<file path="src/optb_pkg.sv">
`timescale 1ns / 1ps

package optb_pkg;

    // Default bank size and fixed field widths
    localparam int TIMERS_DEF    = 8;
    localparam int MS_W          = 32;
    localparam int STEP_W        = 10;
    localparam int HITS_W        = 10;
    localparam int IN_SLOT_W     = 3;

    localparam logic [STEP_W-1:0] TICK_STEP_RST = 10'd10;
    localparam logic [HITS_W-1:0] EXPIRY_MAX    = 10'd1000;

    // Restoring divide of a 33-bit count, one quotient bit per cycle
    localparam int CNT_W     = MS_W + 1;
    localparam int DIV_STEPS = CNT_W;

    typedef enum logic [1:0] {
        KIND_TICK  = 2'd0,
        KIND_SET   = 2'd1,
        KIND_START = 2'd2,
        KIND_STOP  = 2'd3
    } kind_t;

    // One timer entry as held in the state memory
    typedef struct packed {
        logic [MS_W-1:0] reload;
        logic [MS_W-1:0] period;
        logic [MS_W-1:0] elapsed;
    } entry_t;

endpackage

</file>
<file path="src/oneshot_periodic_timer_bank.sv">
`timescale 1ns / 1ps

// Channel    Dir  Handshake          Payload (lowest bit up)
// s_*        in   s_tvalid/s_tready  tuser: kind[1:0]
//                                    tdata: timer_slot[2:0] start_now[3]
//                                           initial_ms[35:4] reload_ms[67:36]
// m_*        out  m_tvalid/m_tready  tdata: slot_index[2:0] expiry_count[12:3]
//                                           still_running[13]; tlast: last
// cfg_*      in   cfg_we             cfg_wdata: tick_step[9:0]
//
// Set, start and stop requests are applied when accepted. A tick walks
// every slot in turn: read, advance, compare, then for a periodic expiry
// a restoring divide, then write-back and report. Reset clears the
// running flags and entry valid bits at once; an entry not yet written
// reads as zero. A stalled report holds the walk at the next slot; after
// the final report the block takes a new request at once.

module oneshot_periodic_timer_bank #(
    parameter int TIMERS = optb_pkg::TIMERS_DEF
) (
    input  logic        clk,
    input  logic        rst_n,
    // request stream
    input  logic        s_tvalid,
    output logic        s_tready,
    input  logic [71:0] s_tdata,   // timer_slot, start_now, initial_ms, reload_ms, pad
    input  logic [1:0]  s_tuser,   // kind
    // report stream
    output logic        m_tvalid,
    input  logic        m_tready,
    output logic [15:0] m_tdata,   // slot_index, expiry_count, still_running, pad
    output logic        m_tlast,   // last
    // tick_step register
    input  logic        cfg_we,
    input  logic [9:0]  cfg_wdata
);

    localparam int SLOT_W = (TIMERS > 1) ? $clog2(TIMERS) : 1;
    localparam int IDX_W  = (SLOT_W > optb_pkg::IN_SLOT_W) ? SLOT_W : optb_pkg::IN_SLOT_W;
    localparam int MS_W   = optb_pkg::MS_W;
    localparam int CNT_W  = optb_pkg::CNT_W;
    localparam int DCNT_W = $clog2(optb_pkg::DIV_STEPS);

    typedef enum logic [2:0] {
        S_IDLE,
        S_LOAD,   // memory data arrives, count advanced
        S_CALC,   // compare with period, first expiry
        S_DIV,    // remaining expiries and new count
        S_FIN,    // saturate expiry count
        S_EMIT    // write back and report
    } state_t;

    state_t state_reg;

    // Request fields
    optb_pkg::kind_t         in_kind;
    logic [2:0]              in_slot;
    logic                    in_start_now;
    logic [MS_W-1:0]         in_initial;
    logic [MS_W-1:0]         in_reload;
    logic [IDX_W-1:0]        in_slot_ext;
    logic [SLOT_W-1:0]       in_idx;
    logic                    in_range;
    logic                    in_acc;

    assign in_kind      = optb_pkg::kind_t'(s_tuser);
    assign in_slot      = s_tdata[2:0];
    assign in_start_now = s_tdata[3];
    assign in_initial   = s_tdata[35:4];
    assign in_reload    = s_tdata[67:36];
    assign in_slot_ext  = IDX_W'(in_slot);
    assign in_idx       = in_slot_ext[SLOT_W-1:0];
    assign in_range     = 32'(in_slot) < TIMERS;

    assign s_tready = (state_reg == S_IDLE);
    assign in_acc   = s_tvalid && s_tready;

    // Control and working registers
    logic [optb_pkg::STEP_W-1:0] tick_step_reg;
    logic [TIMERS-1:0]           run_flag_reg;
    logic [TIMERS-1:0]           ent_valid_reg;
    logic [SLOT_W-1:0]           slot_reg;
    logic                        run_reg;
    logic [MS_W-1:0]             el_reg;
    logic [MS_W-1:0]             per_reg;
    logic [MS_W-1:0]             rel_reg;
    logic [CNT_W-1:0]            cnt_reg;
    logic [MS_W-1:0]             rem_reg;
    logic [CNT_W-1:0]            quo_reg;
    logic [DCNT_W-1:0]           div_cnt_reg;
    logic [optb_pkg::HITS_W-1:0] hits_reg;

    // Report register
    logic                        m_tvalid_reg;
    logic [2:0]                  out_slot_reg;
    logic [optb_pkg::HITS_W-1:0] out_hits_reg;
    logic                        out_run_reg;
    logic                        out_last_reg;

    // State memory
    optb_pkg::entry_t mem [TIMERS];
    optb_pkg::entry_t rd_data_reg;
    logic             mem_re;
    logic [SLOT_W-1:0] mem_raddr;
    logic             mem_we;
    logic [SLOT_W-1:0] mem_waddr;
    optb_pkg::entry_t mem_wdata;

    logic             last_slot;
    logic             emit_go;
    logic [IDX_W-1:0] slot_ext;

    assign last_slot = (slot_reg == SLOT_W'(TIMERS - 1));
    assign emit_go   = (state_reg == S_EMIT) && (!m_tvalid_reg || m_tready);
    assign slot_ext  = IDX_W'(slot_reg);

    always_comb
    begin
        mem_re    = 1'b0;
        mem_raddr = '0;
        mem_we    = 1'b0;
        mem_waddr = slot_reg;
        mem_wdata = '{reload: rel_reg, period: per_reg, elapsed: el_reg};
        if (in_acc && in_kind == optb_pkg::KIND_TICK)
        begin
            mem_re = 1'b1;
        end
        else if (in_acc && in_kind == optb_pkg::KIND_SET && in_range)
        begin
            mem_we    = 1'b1;
            mem_waddr = in_idx;
            mem_wdata = '{reload: in_reload, period: in_initial, elapsed: '0};
        end
        if (emit_go)
        begin
            mem_we = 1'b1;
            if (!last_slot)
            begin
                mem_re    = 1'b1;
                mem_raddr = slot_reg + 1'b1;
            end
        end
    end

    always_ff @(posedge clk)
    begin
        if (mem_we)
        begin
            mem[mem_waddr] <= mem_wdata;
        end
        if (mem_re)
        begin
            rd_data_reg <= mem[mem_raddr];
        end
    end

    // Entry as seen by the walk: never-written entries read as zero
    optb_pkg::entry_t ent;
    logic [CNT_W-1:0] step_add;
    assign ent      = ent_valid_reg[slot_reg] ? rd_data_reg : '0;
    assign step_add = (ent.period != '0) ? CNT_W'(tick_step_reg) : '0;

    // First expiry
    logic [CNT_W-1:0] diff;
    logic             below;
    assign below = cnt_reg < {1'b0, per_reg};
    assign diff  = cnt_reg - {1'b0, per_reg};

    // One restoring divide step
    logic [CNT_W-1:0] trial;
    logic             trial_ge;
    logic [MS_W-1:0]  rem_next;
    assign trial    = {rem_reg, quo_reg[CNT_W-1]};
    assign trial_ge = trial >= {1'b0, rel_reg};
    assign rem_next = trial_ge ? MS_W'(trial - {1'b0, rel_reg}) : trial[MS_W-1:0];

    always_ff @(posedge clk or negedge rst_n)
    begin
        if (!rst_n)
        begin
            state_reg     <= S_IDLE;
            tick_step_reg <= optb_pkg::TICK_STEP_RST;
            run_flag_reg  <= '0;
            ent_valid_reg <= '0;
            slot_reg      <= '0;
            m_tvalid_reg  <= 1'b0;
            div_cnt_reg   <= '0;
        end
        else
        begin
            if (cfg_we)
            begin
                tick_step_reg <= cfg_wdata;
            end

            if (m_tvalid_reg && m_tready && !emit_go)
            begin
                m_tvalid_reg <= 1'b0;
            end

            unique case (state_reg)
                S_IDLE:
                begin
                    if (in_acc)
                    begin
                        unique case (in_kind)
                            optb_pkg::KIND_TICK:
                            begin
                                slot_reg  <= '0;
                                state_reg <= S_LOAD;
                            end
                            optb_pkg::KIND_SET:
                            begin
                                if (in_range)
                                begin
                                    run_flag_reg[in_idx]  <= in_start_now;
                                    ent_valid_reg[in_idx] <= 1'b1;
                                end
                            end
                            optb_pkg::KIND_START:
                            begin
                                if (in_range)
                                begin
                                    run_flag_reg[in_idx] <= 1'b1;
                                end
                            end
                            optb_pkg::KIND_STOP:
                            begin
                                if (in_range)
                                begin
                                    run_flag_reg[in_idx] <= 1'b0;
                                end
                            end
                            default:
                            begin
                            end
                        endcase
                    end
                end

                S_LOAD:
                begin
                    run_reg   <= run_flag_reg[slot_reg];
                    el_reg    <= ent.elapsed;
                    per_reg   <= ent.period;
                    rel_reg   <= ent.reload;
                    cnt_reg   <= {1'b0, ent.elapsed} + step_add;
                    state_reg <= S_CALC;
                end

                S_CALC:
                begin
                    if (!run_reg || below)
                    begin
                        if (run_reg)
                        begin
                            el_reg <= cnt_reg[MS_W-1:0];
                        end
                        hits_reg  <= '0;
                        state_reg <= S_EMIT;
                    end
                    else if (rel_reg == '0)
                    begin
                        // one-shot: stop and clear
                        run_reg   <= 1'b0;
                        el_reg    <= '0;
                        hits_reg  <= optb_pkg::HITS_W'(1);
                        state_reg <= S_EMIT;
                    end
                    else
                    begin
                        per_reg     <= rel_reg;
                        quo_reg     <= diff;
                        rem_reg     <= '0;
                        div_cnt_reg <= '0;
                        state_reg   <= S_DIV;
                    end
                end

                S_DIV:
                begin
                    rem_reg     <= rem_next;
                    quo_reg     <= {quo_reg[CNT_W-2:0], trial_ge};
                    div_cnt_reg <= div_cnt_reg + 1'b1;
                    if (div_cnt_reg == DCNT_W'(optb_pkg::DIV_STEPS - 1))
                    begin
                        state_reg <= S_FIN;
                    end
                end

                S_FIN:
                begin
                    el_reg <= rem_reg;
                    if (quo_reg >= CNT_W'(optb_pkg::EXPIRY_MAX))
                    begin
                        hits_reg <= optb_pkg::EXPIRY_MAX;
                    end
                    else
                    begin
                        hits_reg <= optb_pkg::HITS_W'(quo_reg + 1'b1);
                    end
                    state_reg <= S_EMIT;
                end

                S_EMIT:
                begin
                    if (emit_go)
                    begin
                        run_flag_reg[slot_reg]  <= run_reg;
                        ent_valid_reg[slot_reg] <= 1'b1;
                        m_tvalid_reg <= 1'b1;
                        out_slot_reg <= slot_ext[2:0];
                        out_hits_reg <= hits_reg;
                        out_run_reg  <= run_reg;
                        out_last_reg <= last_slot;
                        if (last_slot)
                        begin
                            state_reg <= S_IDLE;
                        end
                        else
                        begin
                            slot_reg  <= slot_reg + 1'b1;
                            state_reg <= S_LOAD;
                        end
                    end
                end

                default:
                begin
                    state_reg <= S_IDLE;
                end
            endcase
        end
    end

    assign m_tvalid = m_tvalid_reg;
    assign m_tdata  = {2'b00, out_run_reg, out_hits_reg, out_slot_reg};
    assign m_tlast  = out_last_reg;

endmodule
</file>
<file path="config.mk">
export PLATFORM = sky130hd
export DESIGN_NAME = oneshot_periodic_timer_bank
export DESIGN_NICKNAME = d
export VERILOG_FILES = /design/src/optb_pkg.sv /design/src/oneshot_periodic_timer_bank.sv
export SDC_FILE = /design/constraint.sdc
export NUM_CORES = 2
export LEC_CHECK = 0
export ABC_AREA = 1
export BUFFER_PORTS_ARGS = -buffer_cell sky130_fd_sc_hd__buf_2
export CORE_MARGIN = 5
export CORE_UTILIZATION = 50
export DETAILED_ROUTE_END_ITERATION = 10
export GPL_TIMING_DRIVEN = 0
export PLACE_DENSITY = 0.76
export REMOVE_ABC_BUFFERS = 1
export SLEW_MARGIN = 20
export SYNTH_ARGS = -nofsm -noshare
export SYNTH_HDL_FRONTEND = slang
export SYNTH_SLANG_ARGS = --single-unit
</file>
<file path="constraint.sdc">
create_clock -name clk -period 8.5 [get_ports clk]
set_input_delay 0.85 -clock clk [delete_from_list [all_inputs] [get_ports clk]]
set_output_delay 0.85 -clock clk [all_outputs]
set_load 0.05 [all_outputs]
</file>
**Word-level counts from Yosys, hierarchy flattened**

Memories as Yosys holds them, arrays and structs flattened. A register that Yosys moved wholly into a read port is not among the register bits.
Index checks and enable logic that the tools add are counted.
W data, S select, Z words.

- Add/sub/neg operators: 6
- Magnitude comparators: 7
- Equal/unequal tests: 22
- Mux-type cells: 74
- Bitwise gates (word level): 5
- Reductions and logical operators: 34

Operators by type and width:

| operator | count |
|---|---|
| $mux W32 | 8 |
| $mux W96 | 2 |
| $pmux W32 S2 | 2 |
| $pmux W32 S3 | 1 |
| $mux W33 | 2 |
| $pmux W33 S2 | 1 |
| $mux W64 | 1 |
| $mux W3 | 14 |
| $mux W10 | 4 |
| $mux W8 | 5 |
| $add A32 B10 Y33 | 1 |
| $ge A33 B10 Y1 const B | 1 |
| $ge A33 B32 Y1 | 1 |
| $lt A33 B32 Y1 | 1 |
| $sub A33 B32 Y33 | 1 |
| $logic_not A32 Y1 | 1 |
| $pmux W8 S2 | 2 |
| $reduce_bool A32 Y1 | 1 |
| $sub A32 B32 Y32 | 1 |
| $reduce_and A4 Y1 | 7 |
| $or A8 B8 Y8 | 3 |
| $pmux W8 S3 | 1 |
| $pmux W10 S2 | 1 |
| $mux W1 | 18 |
| other kinds (35) | 68 |

- Bits in registers: 259
- RAM bits: 768
- Input bits: 89
- Output and inout bits: 19
- Logic and storage cells: 168
- Memories kept: 1

Memories:

| memory | words | width | rd ports | clocked after memory_dff | wr ports | RTL line | RTL |
|---|---|---|---|---|---|---|---|
| mem | 8 | 96 | 1 | 1 | 1 | oneshot_periodic_timer_bank.sv:101 | `optb_pkg::entry_t mem [TIMERS];` |

**Longest topological paths before layout**

- Depth after elaboration: 9
- Mapped depth: 28

**Worst setup path after synthesis**

OpenSTA, ideal clock, no wires.

- Kind: flip-flop to flip-flop
- Start point: register state_reg[1]
- End point: register slot_reg[0], in the netlist slot_ext[0]
- Arrival time: 8.308 ns
- Required time: 8.045 ns
- Slack: -0.263 ns
- Stages on the path, launching flop included: 7
- Buffers on the path: 0
- Period minus slack after synthesis: 8.763 ns
- Cell sequence: dfrtp_1 > inv_1 > nand3_1 > inv_1 > nand2_1 > o21ai_0 > o21ai_0

- Word-level cells in the longest chain between the ends: 4
- Elaborated cells on any way between the ends: 11

RTL lines:

| element | RTL line | RTL |
|---|---|---|
| from (decl) | oneshot_periodic_timer_bank.sv:53 | `state_t state_reg;` |
| from (signal assigned) | oneshot_periodic_timer_bank.sv:181 | `state_reg <= S_IDLE;` |
| from (signal assigned) | oneshot_periodic_timer_bank.sv:210 | `state_reg <= S_LOAD;` |
| from (signal assigned) | oneshot_periodic_timer_bank.sv:248 | `state_reg <= S_CALC;` |
| $logic_not A3 Y1 * | oneshot_periodic_timer_bank.sv:75 | `assign s_tready = (state_reg == S_IDLE);` |
| via s_tready | oneshot_periodic_timer_bank.sv:25 | `output logic s_tready,` |
| $logic_and A1 B1 Y1 | oneshot_periodic_timer_bank.sv:76 | `assign in_acc = s_tvalid && s_tready;` |
| $ne A2 B1 Y1 (no line) | -- |  |
| $reduce_and A5 Y1 (no line) | -- |  |
| to (signal assigned) | oneshot_periodic_timer_bank.sv:322 | `slot_reg <= slot_reg + 1'b1;` |
| to (decl) | oneshot_periodic_timer_bank.sv:82 | `logic [SLOT_W-1:0] slot_reg;` |

Mark *: on every way through the listed nets, which the timed path passes. The rest lies on a longest branch.
A chain may end at the register's enable or synchronous reset.

**Worst setup path after layout**

- Start point: register slot_reg[0], in the netlist slot_ext[0]
- End point: register cnt_reg[23] (data pin)

- Word-level cells in the longest chain between the ends: 6

RTL lines:

| element | RTL line | RTL |
|---|---|---|
| $bmux W1 S3 * | oneshot_periodic_timer_bank.sv:160 | `assign ent = ent_valid_reg[slot_reg] ? rd_data_reg : '0;` |
| $mux W1 (not written as such) * | oneshot_periodic_timer_bank.sv:160 |  |
| $mux W64 * | oneshot_periodic_timer_bank.sv:160 |  |
| $reduce_bool A32 Y1 | oneshot_periodic_timer_bank.sv:161 | `assign step_add = (ent.period != '0) ? CNT_W'(tick_step_reg) : '0;` |
| $mux W10 | oneshot_periodic_timer_bank.sv:161 |  |
| $add A32 B10 Y33 * | oneshot_periodic_timer_bank.sv:247 | `cnt_reg <= {1'b0, ent.elapsed} + step_add;` |
| to (signal assigned) | oneshot_periodic_timer_bank.sv:247 |  |
| to (decl) | oneshot_periodic_timer_bank.sv:87 | `logic [CNT_W-1:0] cnt_reg;` |

Mark *: on every way between the ends. The rest lies on a longest branch, timed or not. The select of a mux whose other input is x is not followed.

==> results.txt <==
The flow ran to the end, and the final reports show no timing, DRC or antenna violations. For the final database, setup skew stands at between 0.02 and 0.025 ns. The count of unique library cells instantiated by Yosys came out at 55. The via count of the first global-routing pass was 34600. The number of port buffers came out at ~100. The area share of the largest cell type after synthesis came out at around 64%. Sorting the synthesized cells by area gives the leading types as edfxtp_1 (64%), nor2_1 (6.0%), nand2_1 (4.5%). The total core area came out at 0.100 mm2. The final hold violation count is 0. The combined buffer and inverter count along the critical path is 2. The largest net degree at the start of global routing came out at approximately 210. The clock sink count is 1123. The number of nets still failing antenna checks after routing came out at 0. The worst endpoint data arrival time came out at around 6.2 ns. The cell sitting at the root of the clock tree is a clkbuf_16. The number of hold buffers added after CTS was 0. The total via count after detailed routing came out at 36300. edfxtp_1 takes more of the synthesized area than any other cell.

The initial standard-cell utilization of the core came out at about half. For this run, the leading register cell type out of synthesis is edfxtp_1. The largest vdd supply drop is between 0.2 and 0.3 mV. Sorting the synthesized cells by how often they occur yields edfxtp_1 (1084), nor2_1 (812), nand2_1 (607), o21ai_0 (362), inv_1 (326).

The required time at the endpoint of the critical path came out at around 9.0 ns. Setup violations remaining at the end of the flow were counted as 0. The flip-flop count of the largest register after layout is roughly 770. The routability-driven placement congestion ratio is approximately 0.96. Among all cell types in the netlist, the one instantiated most often is edfxtp_1. The number of nets in the layout is 4848. The worst setup path is captured at a flop. The number of synthesized flops with an enable pin came out at 1084. The maximum clock frequency came out at roughly 0.17 GHz. The global-route total usage across every layer came out at between 20% and 30%. The horizontal extent of the die came out at 328 um. The die outline area came out at roughly 0.11 mm2.

The count of max-cap constraint violations came out at 0. The first detailed-routing pass ran for 6 iterations. The critical path's top delay family is simple AND/OR/NAND/NOR gates. The deepest clock path buffer count is 3. The cell count after placement is ~5900.

After detailed routing, the total wire length is ~140000 um. The number of non-filler instances in the completed layout came out at between 6000 and 7000. The worst-case headroom to the max-slew limit came out at 24.3%. The slowest stage of the critical path belongs to the cell dfrtp_1. The clock input transition at the sequential cells of the worst setup and hold paths came out at about 0.07 ns.

The share of layout cells above drive strength 1 is between 10% and 20%. The H-tree level count is 3. The die outline height is approximately 330 um. The async set or reset register ratio after synthesis is about 3.5%. TritonCTS built the clock tree.

The reported leakage power came out at 21.1 nW. The most numerous cell type found on the critical path is nand2_1. The top-level I/O count is about 110. The storage element area is 0.0335 mm2. The share of the Yosys chip area taken by registers is 66.4%. The standard-cell row count is between 100 and 150. The number of DRC violations after detailed routing is 0. The DRC marker count from the first detailed-route iteration came out at 4548.

The fill cell instance count of the final layout came out at around 8000. The cell count after synthesis came out at roughly 4600. The worst-margin pin slew is between 1 and 1.5 ns. The mean area per synthesized cell is ~11 um2. Once detailed placement completed, the half-perimeter wirelength came to roughly 90000 um. The multi-input combinational cells in the finished layout cover a total of 0.0148 mm2. The path type of the worst min-delay path is in2async. Power comes to 18.4 mW. The post-synthesis to final-layout area growth is 13.9%. Global routing finished with a remaining overflow of 0. The post-synthesis register bit count is roughly 1100. The detailed-route wire length per cell is ~22 um. The number of pins exceeding their max-slew limit in the final report came to 0. The netlist area before placement is 0.0505 mm2. The via-per-instance ratio came out at 5.98.

In this design, the stage delay of the slowest critical-path cell is 0.77 ns. The initial antenna violation count is 2. The clock insertion delay at the later pin of the skew report came out at just under 0.7 ns. The first-pass GRT wire length came out at slightly above 200000 um. The TritonCTS buffer count came out at 111. The smallest clock period supported by the final layout is computed as between 5 and 6 ns.

The number of warnings printed during yosys synthesis is 0. The final period utilization came out at 67.4%. The critical path in this run is classified as reg2reg. Post-CTS timing repair inserted 0 buffers for setup. The power per standard cell area is 320 mW/mm2. STA classifies the critical path startpoint as a flop.

The critical path goes through inv_12, nand2_1, nand2_1, nand2_1, nand2_1, nand2_2, nand2_8, o41ai_1, nand4_1, nor2_4, a21oi_1, ha_1, nand2_1, nor2_1, nand3_1, nand3_1, nand4_1, nand2_2, nand2_2, nor2_2, nand3_1, nand2_1, inv_1. The maximum fanout count along the critical path is around 210. The number of gates resized after CTS came out at 0. Setup repair after global routing left no endpoint under its margin.
logic make-up after synthesis:
| family | after synthesis | synth area share, % |
|---|---|---|
| flops | 1123 | 66.4 |
| mux | 2 | 0.0446 |
| other cells | 1 | 0.00742 |
| buf+inv | 563 | 4.74 |
| fa+ha+maj | 83 | 2.10 |
| simple gates | 2004 | 16.9 |
| compound gates | 757 | 8.89 |
| xor+xnor | 57 | 0.988 |
area by class of cell:
class / instances / area share [%]
multi-input cells: 2905 / 25.7
clock buffers: 126 / 4.96
diodes: 1 / 0.00435
well taps: 1298 / 2.82
repair buffers: 200 / 4.78
clock inverters: 81 / 1.26
flip-flops and latches: 1123 / 58.3
inverters: 335 / 2.22
worst paths after layout:
path / slack (ns) / endpoint / startpoint / cells after the start
max in group asynchronous: 7.92 / tick_step_reg[8] / rst_n / 1
worst min register to register: 0.42 / out_hits_reg[6] / hits_reg[6] / 0
min in group clk: 0.38 / tick_step_reg[0] / cfg_wdata[0] / 3
worst max-delay path: 2.77 / cnt_reg[23] / slot_ext[0] / 23
worst max register to register: 2.77 / cnt_reg[23] / slot_ext[0] / 23
worst min-delay path: 0.15 / run_flag_reg[1] / rst_n / 1
power breakdown:
group	switching [mW]	internal, mW	leakage, nW
sequential	0.336	7.37	10.4
clock	2.10	2.75	1.74
combinational	4.13	1.72	9.04
total	6.56	11.8	21.1
layer usage:
| metal | GRT usage (%) | up-vias | wire, um |
|---|---|---|---|
| met4 | 8.75 | 0 | 5010 |
| li1 | - | 16500 | - |
| met1 | 34.5 | 17600 | 54500 |
| met3 | 4.31 | 313 | 13000 |
| met5 | 0 | - | 0 |
| met2 | 39.5 | 1935 | 63100 |
cells in the final DEF (no fill, tap or decap), drive strengths merged, types with 10 or more instances in the layout:
master,n
nand4,28
a21o,11
nand2,624
o21ai,368
o21bai,17
inv,343
ha,80
clkinvlp,11
clkbuf,126
nor4,10
a21oi,113
o221ai,91
xnor2,21
bufinv,11
edfxtp,1084
dfrtp,37
or2,25
a31oi,106
buf,200
clkinv,51
nor3,225
xor2,36
nand3,246
nor2,828
stage by stage:
stage          setup TNS, ns  setup WS (ns)  area (um2)  hold slack [ns]  utilization [%]
3_3_place_gp               -         -12.83       51500            0.403             51.4
3_5_place_dp               0           2.61       53900            0.405             53.9
2_1_floorplan       -1698.79          -2.15       49400            0.400                -
5_1_grt                    0           2.45       57500            0.189             57.5
6_report                   0           2.77       57500            0.154             57.5
4_1_cts                    0           2.59       57500            0.335             57.4
(Power assumes the default switching activity.)
